File: config.mk
export PLATFORM = sky130hd
export DESIGN_NAME = cau_div_stage
export DESIGN_NICKNAME = d
export VERILOG_FILES = /design/src/hdl/cau_pkg.sv /design/src/hdl/cau_div_stage.sv
export SDC_FILE = /design/constraint.sdc
export NUM_CORES = 1
export LEC_CHECK = 0
export ABC_AREA = 1
export BUFFER_PORTS_ARGS = -buffer_cell sky130_fd_sc_hd__buf_2
export CELL_PAD_IN_SITES_DETAIL_PLACEMENT = 1
export CELL_PAD_IN_SITES_GLOBAL_PLACEMENT = 2
export CORE_ASPECT_RATIO = 1.25
export CORE_MARGIN = 4
export CORE_UTILIZATION = 29
export DETAILED_ROUTE_END_ITERATION = 10
export MAX_ROUTING_LAYER = met4
export PLACE_DENSITY = 0.92
export SLEW_MARGIN = 0
export SYNTH_ARGS = -nofsm -noshare
export SYNTH_HDL_FRONTEND = slang
export SYNTH_SLANG_ARGS = --single-unit
File: constraint.sdc
create_clock -name clk -period 1.1 [get_ports clk]
set_clock_uncertainty 0.2 [all_clocks]
set_input_delay 0.22 -clock clk [delete_from_list [all_inputs] [get_ports clk]]
set_output_delay 0.22 -clock clk [all_outputs]
set_load 0.05 [all_outputs]
File: src/hdl/cau_pkg.sv
// shared types and constants of the complex arithmetic unit
// no dependencies
package cau_pkg;

	localparam int DATA_WIDTH_DEF = 32;
	localparam int FRAC_BITS_DEF  = 16;

	typedef enum logic [1:0] {
		OP_ADD = 2'd0,
		OP_SUB = 2'd1,
		OP_MUL = 2'd2,
		OP_DIV = 2'd3
	} op_t;

	typedef enum logic [1:0] {
		ST_OK  = 2'd0,
		ST_SAT = 2'd1,
		ST_DZ  = 2'd2
	} status_t;

	typedef struct packed {
		logic valid;
		logic is_div;
		logic dz;
		logic neg_re;
		logic neg_im;
		logic ovf_re;
		logic ovf_im;
		logic sat;
	} ctl_t;

endpackage

File: src/hdl/cau_div_stage.sv
// one registered restoring step of the two-lane quotient pipeline
// depends on cau_pkg
module cau_div_stage import cau_pkg::*; #(
	parameter int DATA_WIDTH = DATA_WIDTH_DEF,
	parameter int REM_WIDTH  = 3 * DATA_WIDTH_DEF + FRAC_BITS_DEF + 1,
	parameter int SHIFT      = 0
) (
	input  logic                      clk,
	input  logic                      arst_n,
	input  logic                      en,
	input  ctl_t                      ctl_i,
	input  logic [2*DATA_WIDTH-1:0]   den_i,
	input  logic [REM_WIDTH-1:0]      rem_re_i,
	input  logic [REM_WIDTH-1:0]      rem_im_i,
	input  logic [DATA_WIDTH-1:0]     q_re_i,
	input  logic [DATA_WIDTH-1:0]     q_im_i,
	output ctl_t                      ctl_o,
	output logic [2*DATA_WIDTH-1:0]   den_o,
	output logic [REM_WIDTH-1:0]      rem_re_o,
	output logic [REM_WIDTH-1:0]      rem_im_o,
	output logic [DATA_WIDTH-1:0]     q_re_o,
	output logic [DATA_WIDTH-1:0]     q_im_o
);

	ctl_t                    ctl_s1;
	logic [2*DATA_WIDTH-1:0] den_s1;
	logic [REM_WIDTH-1:0]    rem_re_s1, rem_im_s1;
	logic [DATA_WIDTH-1:0]   q_re_s1, q_im_s1;

	logic [REM_WIDTH-1:0] dsh;
	logic [REM_WIDTH:0]   diff_re, diff_im;
	logic                 take_re, take_im;

	always_comb begin
		dsh     = REM_WIDTH'(den_i) << SHIFT;
		diff_re = {1'b0, rem_re_i} - {1'b0, dsh};
		diff_im = {1'b0, rem_im_i} - {1'b0, dsh};
		take_re = ctl_i.is_div && !diff_re[REM_WIDTH];
		take_im = ctl_i.is_div && !diff_im[REM_WIDTH];
	end

	always_ff @(posedge clk or negedge arst_n) begin
		if (!arst_n) begin
			ctl_s1 <= '0;
		end else if (en) begin
			ctl_s1 <= ctl_i;
		end
	end

	always_ff @(posedge clk) begin
		if (en) begin
			den_s1    <= den_i;
			rem_re_s1 <= take_re ? diff_re[REM_WIDTH-1:0] : rem_re_i;
			rem_im_s1 <= take_im ? diff_im[REM_WIDTH-1:0] : rem_im_i;
			q_re_s1   <= q_re_i | (take_re ? (DATA_WIDTH'(1) << SHIFT) : '0);
			q_im_s1   <= q_im_i | (take_im ? (DATA_WIDTH'(1) << SHIFT) : '0);
		end
	end

	assign ctl_o    = ctl_s1;
	assign den_o    = den_s1;
	assign rem_re_o = rem_re_s1;
	assign rem_im_o = rem_im_s1;
	assign q_re_o   = q_re_s1;
	assign q_im_o   = q_im_s1;

endmodule
### Yosys cells after proc, flatten, opt, wreduce, memory -nomap -nowiden

Index checks and enable logic that the tools add are counted.

* reductions and logical operators: 4
* multiplexer cells: 4
* bitwise gates (word level): 2
* add/subtract/negate cells: 2

Operators by type and width (count)
* $sub 113x64->114: 2
* $mux 113: 2
* $or 32x1->32: 2
* $logic_and 1x1->1: 2
* $logic_not 1->1: 2
* $mux 1: 2

* word-level logic and storage cells: 25
* register bits after elaboration: 362
* output and inout bits: 362
* input port bits: 365

### Logic depth before layout (Yosys ltp)

Gate-level depths: netlist of the first run.

* word-level depth: 5
* gate-level depth with buffers: 20
* mapped depth without buffers: 18

### Worst setup path after synthesis of the first run

Ideal clock, no wire load.

* path type: input -> register
* start point: input port den_i[47]
* end point: register rem_im_s1[100] (netlist: rem_im_o[100]) (data pin)
* data required time: 0.648 ns
* stages on the path: 17
* slack: -1.284 ns
* arrival time: 1.932 ns
* path buffers: 2
* library setup time: 0.252 ns
* cell sequence: inv_1 ha_1 nand2_1 nor2_2 inv_2 nor2_2 nand2_2 nor2_2 nand2_1 nand3_2 nand2_2 nand2_2 nand2_2 buf_6 buf_6 nand2_1 nand2_1

* cells in the longest elaborated chain, start to end: 4

Ends and longest elaborated chain
* from (decl): line cau_div_stage.sv:12 `input logic [2*DATA_WIDTH-1:0] den_i,`
* $sub 113x64->114 *: line cau_div_stage.sv:37 `diff_im = {1'b0, rem_im_i} - {1'b0, dsh};`
* $logic_not 1->1: line cau_div_stage.sv:39 `take_im = ctl_i.is_div && !diff_im[REM_WIDTH];`
* $logic_and 1x1->1: line cau_div_stage.sv:39
* $mux 113 *: line cau_div_stage.sv:54 `rem_im_s1 <= take_im ? diff_im[REM_WIDTH-1:0] : rem_im_i;`
* to (signal assigned): line cau_div_stage.sv:54
* to (decl): line cau_div_stage.sv:27 `logic [REM_WIDTH-1:0] rem_re_s1, rem_im_s1;`

Every way passes the cells marked *; elsewhere a longest branch is shown, timed or not.
A chain may end at the register's enable or synchronous reset.

### Final worst setup path of the first run

* start point: input port den_i[16]
* end point: register rem_re_s1[102] (netlist: rem_re_o[102]) (data pin)

* cells in the longest elaborated chain, start to end: 4

Ends and longest elaborated chain
* $sub 113x64->114 *: line cau_div_stage.sv:36 `diff_re = {1'b0, rem_re_i} - {1'b0, dsh};`
* $logic_not 1->1: line cau_div_stage.sv:38 `take_re = ctl_i.is_div && !diff_re[REM_WIDTH];`
* $logic_and 1x1->1: line cau_div_stage.sv:38
* $mux 113 *: line cau_div_stage.sv:53 `rem_re_s1 <= take_re ? diff_re[REM_WIDTH-1:0] : rem_re_i;`
* to (signal assigned): line cau_div_stage.sv:53
* to (decl): line cau_div_stage.sv:27

Marked as above.

==> results.md, run 1 <==
* Final Wtd Congestion at 1.13
* Post-Synthesis Cells at 5,566
* Crit path DAT at 2720 ps
* TritonCTS buffer count at 43
* H-tree depth at 2
* Worst-skew pair later-pin latency at 610 ps
* Initial antenna violation count at 25
* Predominant post-synthesis flop cell: edfxtp_1
* Top post-synthesis cells by area: edfxtp_1, nand2_1, inv_1
* CTS root buffer: clkbuf_16
* Leakage at 30.5 nW
* Dpl hpwl at 173,000 µm
* Layout cell share with drive strength beyond 1 at 0.334
* Worst Slack Setup Final at -1440 ps
* Crit path top cell by count: nand2_1
* Syn Nets at 6,061
* Worst hold path type: in -> reg
* Core area at 113,000 µm²
* Total grt overflow at 0
* Worst hold margin at -358 ps
* Slowest library cell on the worst path: ha_4
* Iter 0 DRT Violations at 3,424
* WL/cell at 25.5 µm
* Vias in the first global route at 48,547
* Worst slew pin tran at 547 ps
* Maximum vdd ir drop at 0.00101 V
* MaxCap Viol Count at 0
* I/O pin count at 727
* DRC at 0
* Reg clk slew, reported paths at 70 ps
* Port Buffers at 726
* CP endpoint kind: flip-flop
* Ys async rst share at 0.0221
* Fin crit period at 2540 ps
* Layout Nets at 8,235
* Met3 usage at 0.0638
* CP Launch Type: input port
* Met1 Use GR at 0.365
* CP Class: in -> reg
* Slew Limit Fails at 0
* Die Span Y at 386 µm
* Gr usage total at 0.362
* Mux cell area share after synthesis at 0.00237
* Fin. Hold Viols at 3
* Final antenna-violating net count at 0
* Power, Total at 61.6 mW
* Failing checks: negative hold slack, negative setup slack
* Unrepaired setup endpoints after global routing: true
* Status: finished with violations
* Syn avg cell area at 5.96 µm²
* First-pass GRT wire length at 312,000 µm
* Layout area overhead at 70.4%
* FP Rows at 138
* Library cells used by synthesis at 36
* Setup violators final at 780
* Synth Area in Simple Gates at 0.436
* Worst path max stage delay at 400 ps
* Setup tns final at -611,600 ps
* Die ar. at 120,000 µm²
* Req. time, crit path at 1280 ps
* CP max FO at 11
* Xor/xnor cell area share of the yosys netlist at 0.0216
* Synth Area in Compound Gates at 0.0135
* Yosys warnings at 0
* Routed via count at 47,172
* Drt total wl at 236,000 µm
* Initial Util at 0.293
* Leading area contributor after synthesis: edfxtp_1
* Synth top area share at 0.320
* GRT met2 Usage at 0.604
* Largest net degree at the start of global routing at 43
* Period utilisation layout at 2.31
* Longest Clk Path Bufs at 3
* Clock sinks at 362
* Pwr dens at 1090 nW/µm²
* Overall die width at 311 µm
* Largest family of logic cells by synthesized area: simple AND/OR/NAND/NOR gates
* Mapped Area at 33,200 µm²
* TritonCTS clock tree: yes
* Number of enable flip-flop cells after synthesis at 354
* Relative slew slack at 0.634
* GR peak layer: met2
* Register area share after synthesis at 0.326
* Fin util at 0.499
* FMAX at 394 MHz
* Crit-path cells: buf_2 -> clkinvlp_4 -> ha_4 -> nand2_1 -> nand2_1 -> inv_1 -> nand2_1 -> inv_1 -> nand2_1 -> inv_1 -> nand2_4 -> nand2_2 -> nand3_4 -> nand2_4 -> nand2_8 -> nand2_8 -> buf_16 -> nand2_1 -> nand2_1
* Adder-Cell Fraction of Synth Area at 0.0494
* Drt pass-1 iters at 7
* Synthesis-stage register bit count at 362
* Avg Vias per Cell at 5.09
synthesized netlist by cell type, types with 12 or more instances:
cell type,count
nand2_1,2632
inv_1,1178
nor2_1,509
edfxtp_1,354
nand3_1,321
ha_1,128
xor2_1,82
nand4_1,66
a21oi_1,48
nor3_1,43
inv_2,31
buf_6,25
nor2_2,20
buf_2,18
o21ai_0,15
clkbuf_1,14
o21bai_1,12
cells by family after synthesis:
family / after synthesis
simple gates: 3633
buf+inv: 1271
flops: 362
fa+ha+maj: 130
xor+xnor: 82
compound gates: 81
mux: 7
cell usage in the layout, fill, tap and decap left out, types with 66 or more instances in the layout:
master            n
nand2_1        2359
inv_1          1116
buf_4          1003
buf_2           675
dlygate4sd3_1   378
nor2_1          370
edfxtp_1        354
nand3_1         291
nand2_2         225
nor2_2          102
ha_4             92
buf_12           87
xor2_1           78
nand4_1          66
routing by layer:
| layer | routed length, µm | up-vias | share of wire |
|---|---|---|---|
| li1 | - | 21063 | - |
| met1 | 80500 | 22355 | 0.34 |
| met2 | 109000 | 2615 | 0.46 |
| met3 | 18500 | 1139 | 0.078 |
| met4 | 28800 | 0 | 0.12 |
| met5 | 0 | - | 0 |
path summary, 6_finish.rpt:
path | start | endpoint | slack (ps) | cells past startpoint
worst max-delay path | den_i[16] | rem_re_o[102] | -1440 | 19
worst min-delay path | den_i[0] | den_o[0] | -360 | 1
worst max register to register | ctl_o[2] | ctl_o[2] | 120 | 1
worst min register to register | ctl_o[1] | ctl_o[1] | 320 | 1
max in group asynchronous | arst_n | ctl_o[5] | -130 | 3
min in group asynchronous | arst_n | ctl_o[6] | 480 | 3
repair_timing:
item	CTS	global route
setup buffers	2	57
pin swaps	2	116
setup endpoints to repair	590	780
gates resized for setup	88	651
hold buffers	369	10
endpoints found under the hold margin	395	13
gates cloned	1	16
power breakdown:
| part | leakage (nW) | total [mW] | internal [mW] | switching, mW |
|---|---|---|---|---|
| combinational | 26.2 | 28.1 | 10.0 | 18.0 |
| sequential | 3.55 | 17.6 | 16.8 | 0.783 |
| clock | 0.687 | 15.9 | 8.73 | 7.20 |
| total | 30.5 | 61.6 | 35.6 | 26.0 |
area by class of cell:
class | instances | area [µm²]
diodes | 18 | 45.0
clock buffers | 53 | 1110
clock inverters | 27 | 342
fillers | 14729 | 56900
inverters | 1209 | 4640
multi-input cells | 3934 | 20600
flip-flops and latches | 362 | 10800
well taps | 1470 | 1840
repair buffers | 2190 | 17200
metrics by stage:
step	cells	worst slack (ps)	area [µm²]
final	9263	-1440	56600
after global routing	9262	-1500	56600
after CTS	9164	-1280	53400
after detailed placement	8712	-2230	47700
after global placement	8712	-2170	47700
after floorplan	5566	-1250	34000
critical path: cells and delay by family:
| kind | cells | cell delay, ps |
|---|---|---|
| buf+inv | 6 | 790 |
| fa+ha+maj | 1 | 400 |
| simple gates | 12 | 1280 |
registers in the layout (all words and copies together), names as in the netlist:
register	cells
q_im_o	32
q_re_o	32
rem_re_o	113
ctl_o	8
rem_im_o	113
den_o	64
Note: power is estimated with default switching activity, not from simulation.
==> run 2, diff against run 1 <==
--- a/config.mk
+++ b/config.mk
@@ -11,10 +11,11 @@
 export CELL_PAD_IN_SITES_GLOBAL_PLACEMENT = 2
 export CORE_ASPECT_RATIO = 1.25
 export CORE_MARGIN = 4
-export CORE_UTILIZATION = 29
+export CORE_UTILIZATION = 26
 export DETAILED_ROUTE_END_ITERATION = 10
 export MAX_ROUTING_LAYER = met4
-export PLACE_DENSITY = 0.92
+export PLACE_DENSITY = 0.87
+export RECOVER_POWER = 50
 export SLEW_MARGIN = 0
 export SYNTH_ARGS = -nofsm -noshare
 export SYNTH_HDL_FRONTEND = slang
==> constraint.sdc (replaced) <==
create_clock -name clk -period 2.1 [get_ports clk]
set_clock_uncertainty 0.2 [all_clocks]
set_input_delay 0.42 -clock clk [delete_from_list [all_inputs] [get_ports clk]]
set_output_delay 0.42 -clock clk [all_outputs]
set_load 0.05 [all_outputs]
==> run 2 against run 1 <==
  * The run ends with negative setup slack left
  * Sequential cell count did not move
  * Die area rose by 11%
  * Utilization fell by 3.8 points
  * Routed wire length fell by 2.0%
  * Worst hold slack improved by 380 ps
  * Total power fell by 48%
==> results.md, run 2 (synthesis results as in run 1) <==
* Layout Nets at 8,352 (+1.4%)
* Req. time, crit path at 2280 ps (+1000 ps)
* CP Launch Type: input port
* Worst path max stage delay at 380 ps (-20 ps)
* CP Class: in -> reg
* Slew Limit Fails at 0 (unchanged)
* Fill cells at 16,420 (+11%)
* Crit-path cells: buf_8 -> clkinvlp_4 -> ha_4 -> nand2_4 -> nor2_4 -> buf_6 -> inv_4 -> nor2_4 -> nand2_4 -> nor2_4 -> nand2_4 -> nand3_4 -> nand2_4 -> nand2_8 -> buf_12 -> nand2_8 -> buf_12 -> nand2_1 -> nand2_1
* Top sig layer: met4
* Setup tns final at -116,520 ps (+495,080 ps)
* Port Buffers at 726 (unchanged)
* Met3 routed WL at 10,900 µm (-41%)
* Core area at 127,000 µm² (+12%)
* Relative slew slack at 0.668 (+0.0342)
* Layout cell share with drive strength beyond 1 at 0.364 (+0.0305)
* Slowest library cell on the worst path: ha_4
* Period utilisation layout at 1.30
* Status: finished with violations
* Metal2 WL at 117,000 µm (+7.5%)
* Routed via count at 45,053 (-4.5%)
* Pwr dens at 548 nW/µm² (-50%)
* Fin. Hold Viols at 0 (-3)
* I/O pin count at 727 (unchanged)
* Setup Slack @ Placement at -1380 ps (+855 ps)
* Clock power share at 0.254 (-0.005)
* Worst Slack Setup Final at -624 ps (+816 ps)
* Most frequent cells in the layout: nand2_1, buf_4, inv_1
* Maximum vdd ir drop at 0.000533 V (-47%)
* Setup violators final at 231 (-70%)
* CP endpoint kind: flip-flop
* FP Rows at 146 (+5.8%)
* H-tree depth at 2 (unchanged)
* Drt total wl at 232,000 µm (-2.0%)
* Die ar. at 134,000 µm² (+11%)
* Clock sinks at 362 (unchanged)
* Sw Ratio at 0.416 (-0.00689)
* Dpl hpwl at 184,000 µm (+6.2%)
* Leakage at 31.3 nW (+2.9%)
* Drt pass-1 iters at 7 (unchanged)
* Die Span Y at 408 µm (+5.5%)
* FMAX at 367 MHz
* Crit path DAT at 2900 ps (+180 ps)
* Avg Vias per Cell at 4.69 (-7.9%)
* Worst slew pin tran at 496 ps (-51.2 ps)
* Reg clk slew, reported paths at 60 ps (about the same)
* Register share of total power at 0.286 (about the same)
* Final Wtd Congestion at 1.05 (-7.6%)
* Overall die width at 328 µm (+5.5%)
* Vias in the first global route at 46,754 (-3.7%)
* Initial antenna violation count at 18 (-28%)
* CP max FO at 32 (+21)
* Fin crit period at 2720 ps
* Worst hold path type: in -> reg
* Area of the multi-input gates at 21,100 µm² (+2.6%)
* Worst-skew pair later-pin latency at 600 ps (about the same)
* TritonCTS buffer count at 45 (+4.7%)
* Comb power frac at 0.461 (+0.005)
* WL/cell at 24.1 µm (-5.5%)
* Pint at 18.7 mW (-48%)
* Unrepaired setup endpoints after global routing: true
* Total grt overflow at 0 (unchanged)
* Initial Util at 0.262 (-0.0308)
* Failing checks: negative setup slack
* MaxCap Viol Count at 0 (unchanged)
* TritonCTS clock tree: yes
* P_sw at 13.3 mW (-49%)
* Final antenna-violating net count at 0 (unchanged)
* R2r setup slk at 1080 ps (+960 ps)
* CTS root buffer: clkbuf_16
* Post-Route M1 WL at 84,500 µm (+4.9%)
* Largest net degree at the start of global routing at 52 (+21%)
* Layout area overhead at 75.7%
* Register area at 10,800 µm² (unchanged)
* Longest Clk Path Bufs at 3 (unchanged)
* Gr usage total at 0.326 (-0.0354)
* Crit path top cell by count: nand2_4
* Commonest non-fill, non-tap cell in the layout: nand2_1
* DRC at 0 (unchanged)
* First-pass GRT wire length at 310,000 µm (-0.62%)
* Iter 0 DRT Violations at 2,690 (-21%)
run 2: cell count changes in the layout (fill, tap and decap cells not counted), sizes merged:
cell,before,now
bufbuf,0,1
clkinvlp,30,33
nand2,2641,2646
dlygate4sd3,378,294
buf,1799,1974
clkinv,13,12
clkbuf,66,89
bufinv,6,3
inv,1187,1185
diode,18,14
run 2: metal layers:
layer | up-vias | global-route usage
li1 | 21292 | -
met1 | 21663 | 0.344
met2 | 1563 | 0.579
met3 | 535 | 0.0390
met4 | 0 | 0.202
met5 | - | -
run 2: repair_timing:
item                                    4_1_cts  5_1_grt
pin swaps                                    10      145
gates cloned                                  6       33
hold buffers                                294        0
endpoints found under the setup margin      233      231
resized for setup                           141      774
setup buffers                                19       64
hold endpoints to repair                    302        0
run 2: final cells by class:
type                       instances  area share
clock buffer                      58      0.0212
tap                             1702      0.0365
antenna                           14    0.000600
timing repair buffer            2300       0.311
multi-input combinational       3939       0.362
sequential                       362       0.186
clock inverter                    24     0.00371
inverter                        1209      0.0798
run 2: worst max-delay path, delay by kind of cell:
| family | cells | cell delay (ps) |
|---|---|---|
| AND/OR/NAND/NOR | 12 | 1260 |
| buffers and inverters | 6 | 800 |
| adder cells (fa/ha/maj) | 1 | 380 |
run 2: power groups by stage:
stage          Combinational [mW]  Clock (mW)  Sequential, mW
5_1_grt                      15.5        8.50            9.16
2_1_floorplan                3.77           0            11.6
4_1_cts                      13.4        8.19            9.09
3_5_place_dp                 12.7           0            9.22
6_report                     14.7        8.10            9.12
3_3_place_gp                 12.5           0            9.21
run 2: path summary, 6_finish.rpt:
check	startpoint	endpoint	depth (start not counted)
max in group asynchronous	arst_n	ctl_o[5]	3
min in group asynchronous	arst_n	ctl_o[0]	3
min	rem_re_i[72]	rem_re_o[72]	4
min reg2reg	ctl_o[5]	ctl_o[5]	1
max	den_i[41]	rem_re_o[26]	19
max reg2reg	ctl_o[1]	ctl_o[1]	1
run 2: stage by stage:
stage,hold WS (ps),utilization,power [mW],instances,instance area [µm²]
6_report,24.5,0.460,31.9,9608,58300
5_1_grt,25.8,0.460,33.1,9607,58300
3_3_place_gp,95.9,0.387,21.7,9099,49000
3_5_place_dp,98.6,0.387,21.9,9099,49000
4_1_cts,0.121,0.429,30.7,9500,54300
2_1_floorplan,-75.6,-,15.4,5566,34000
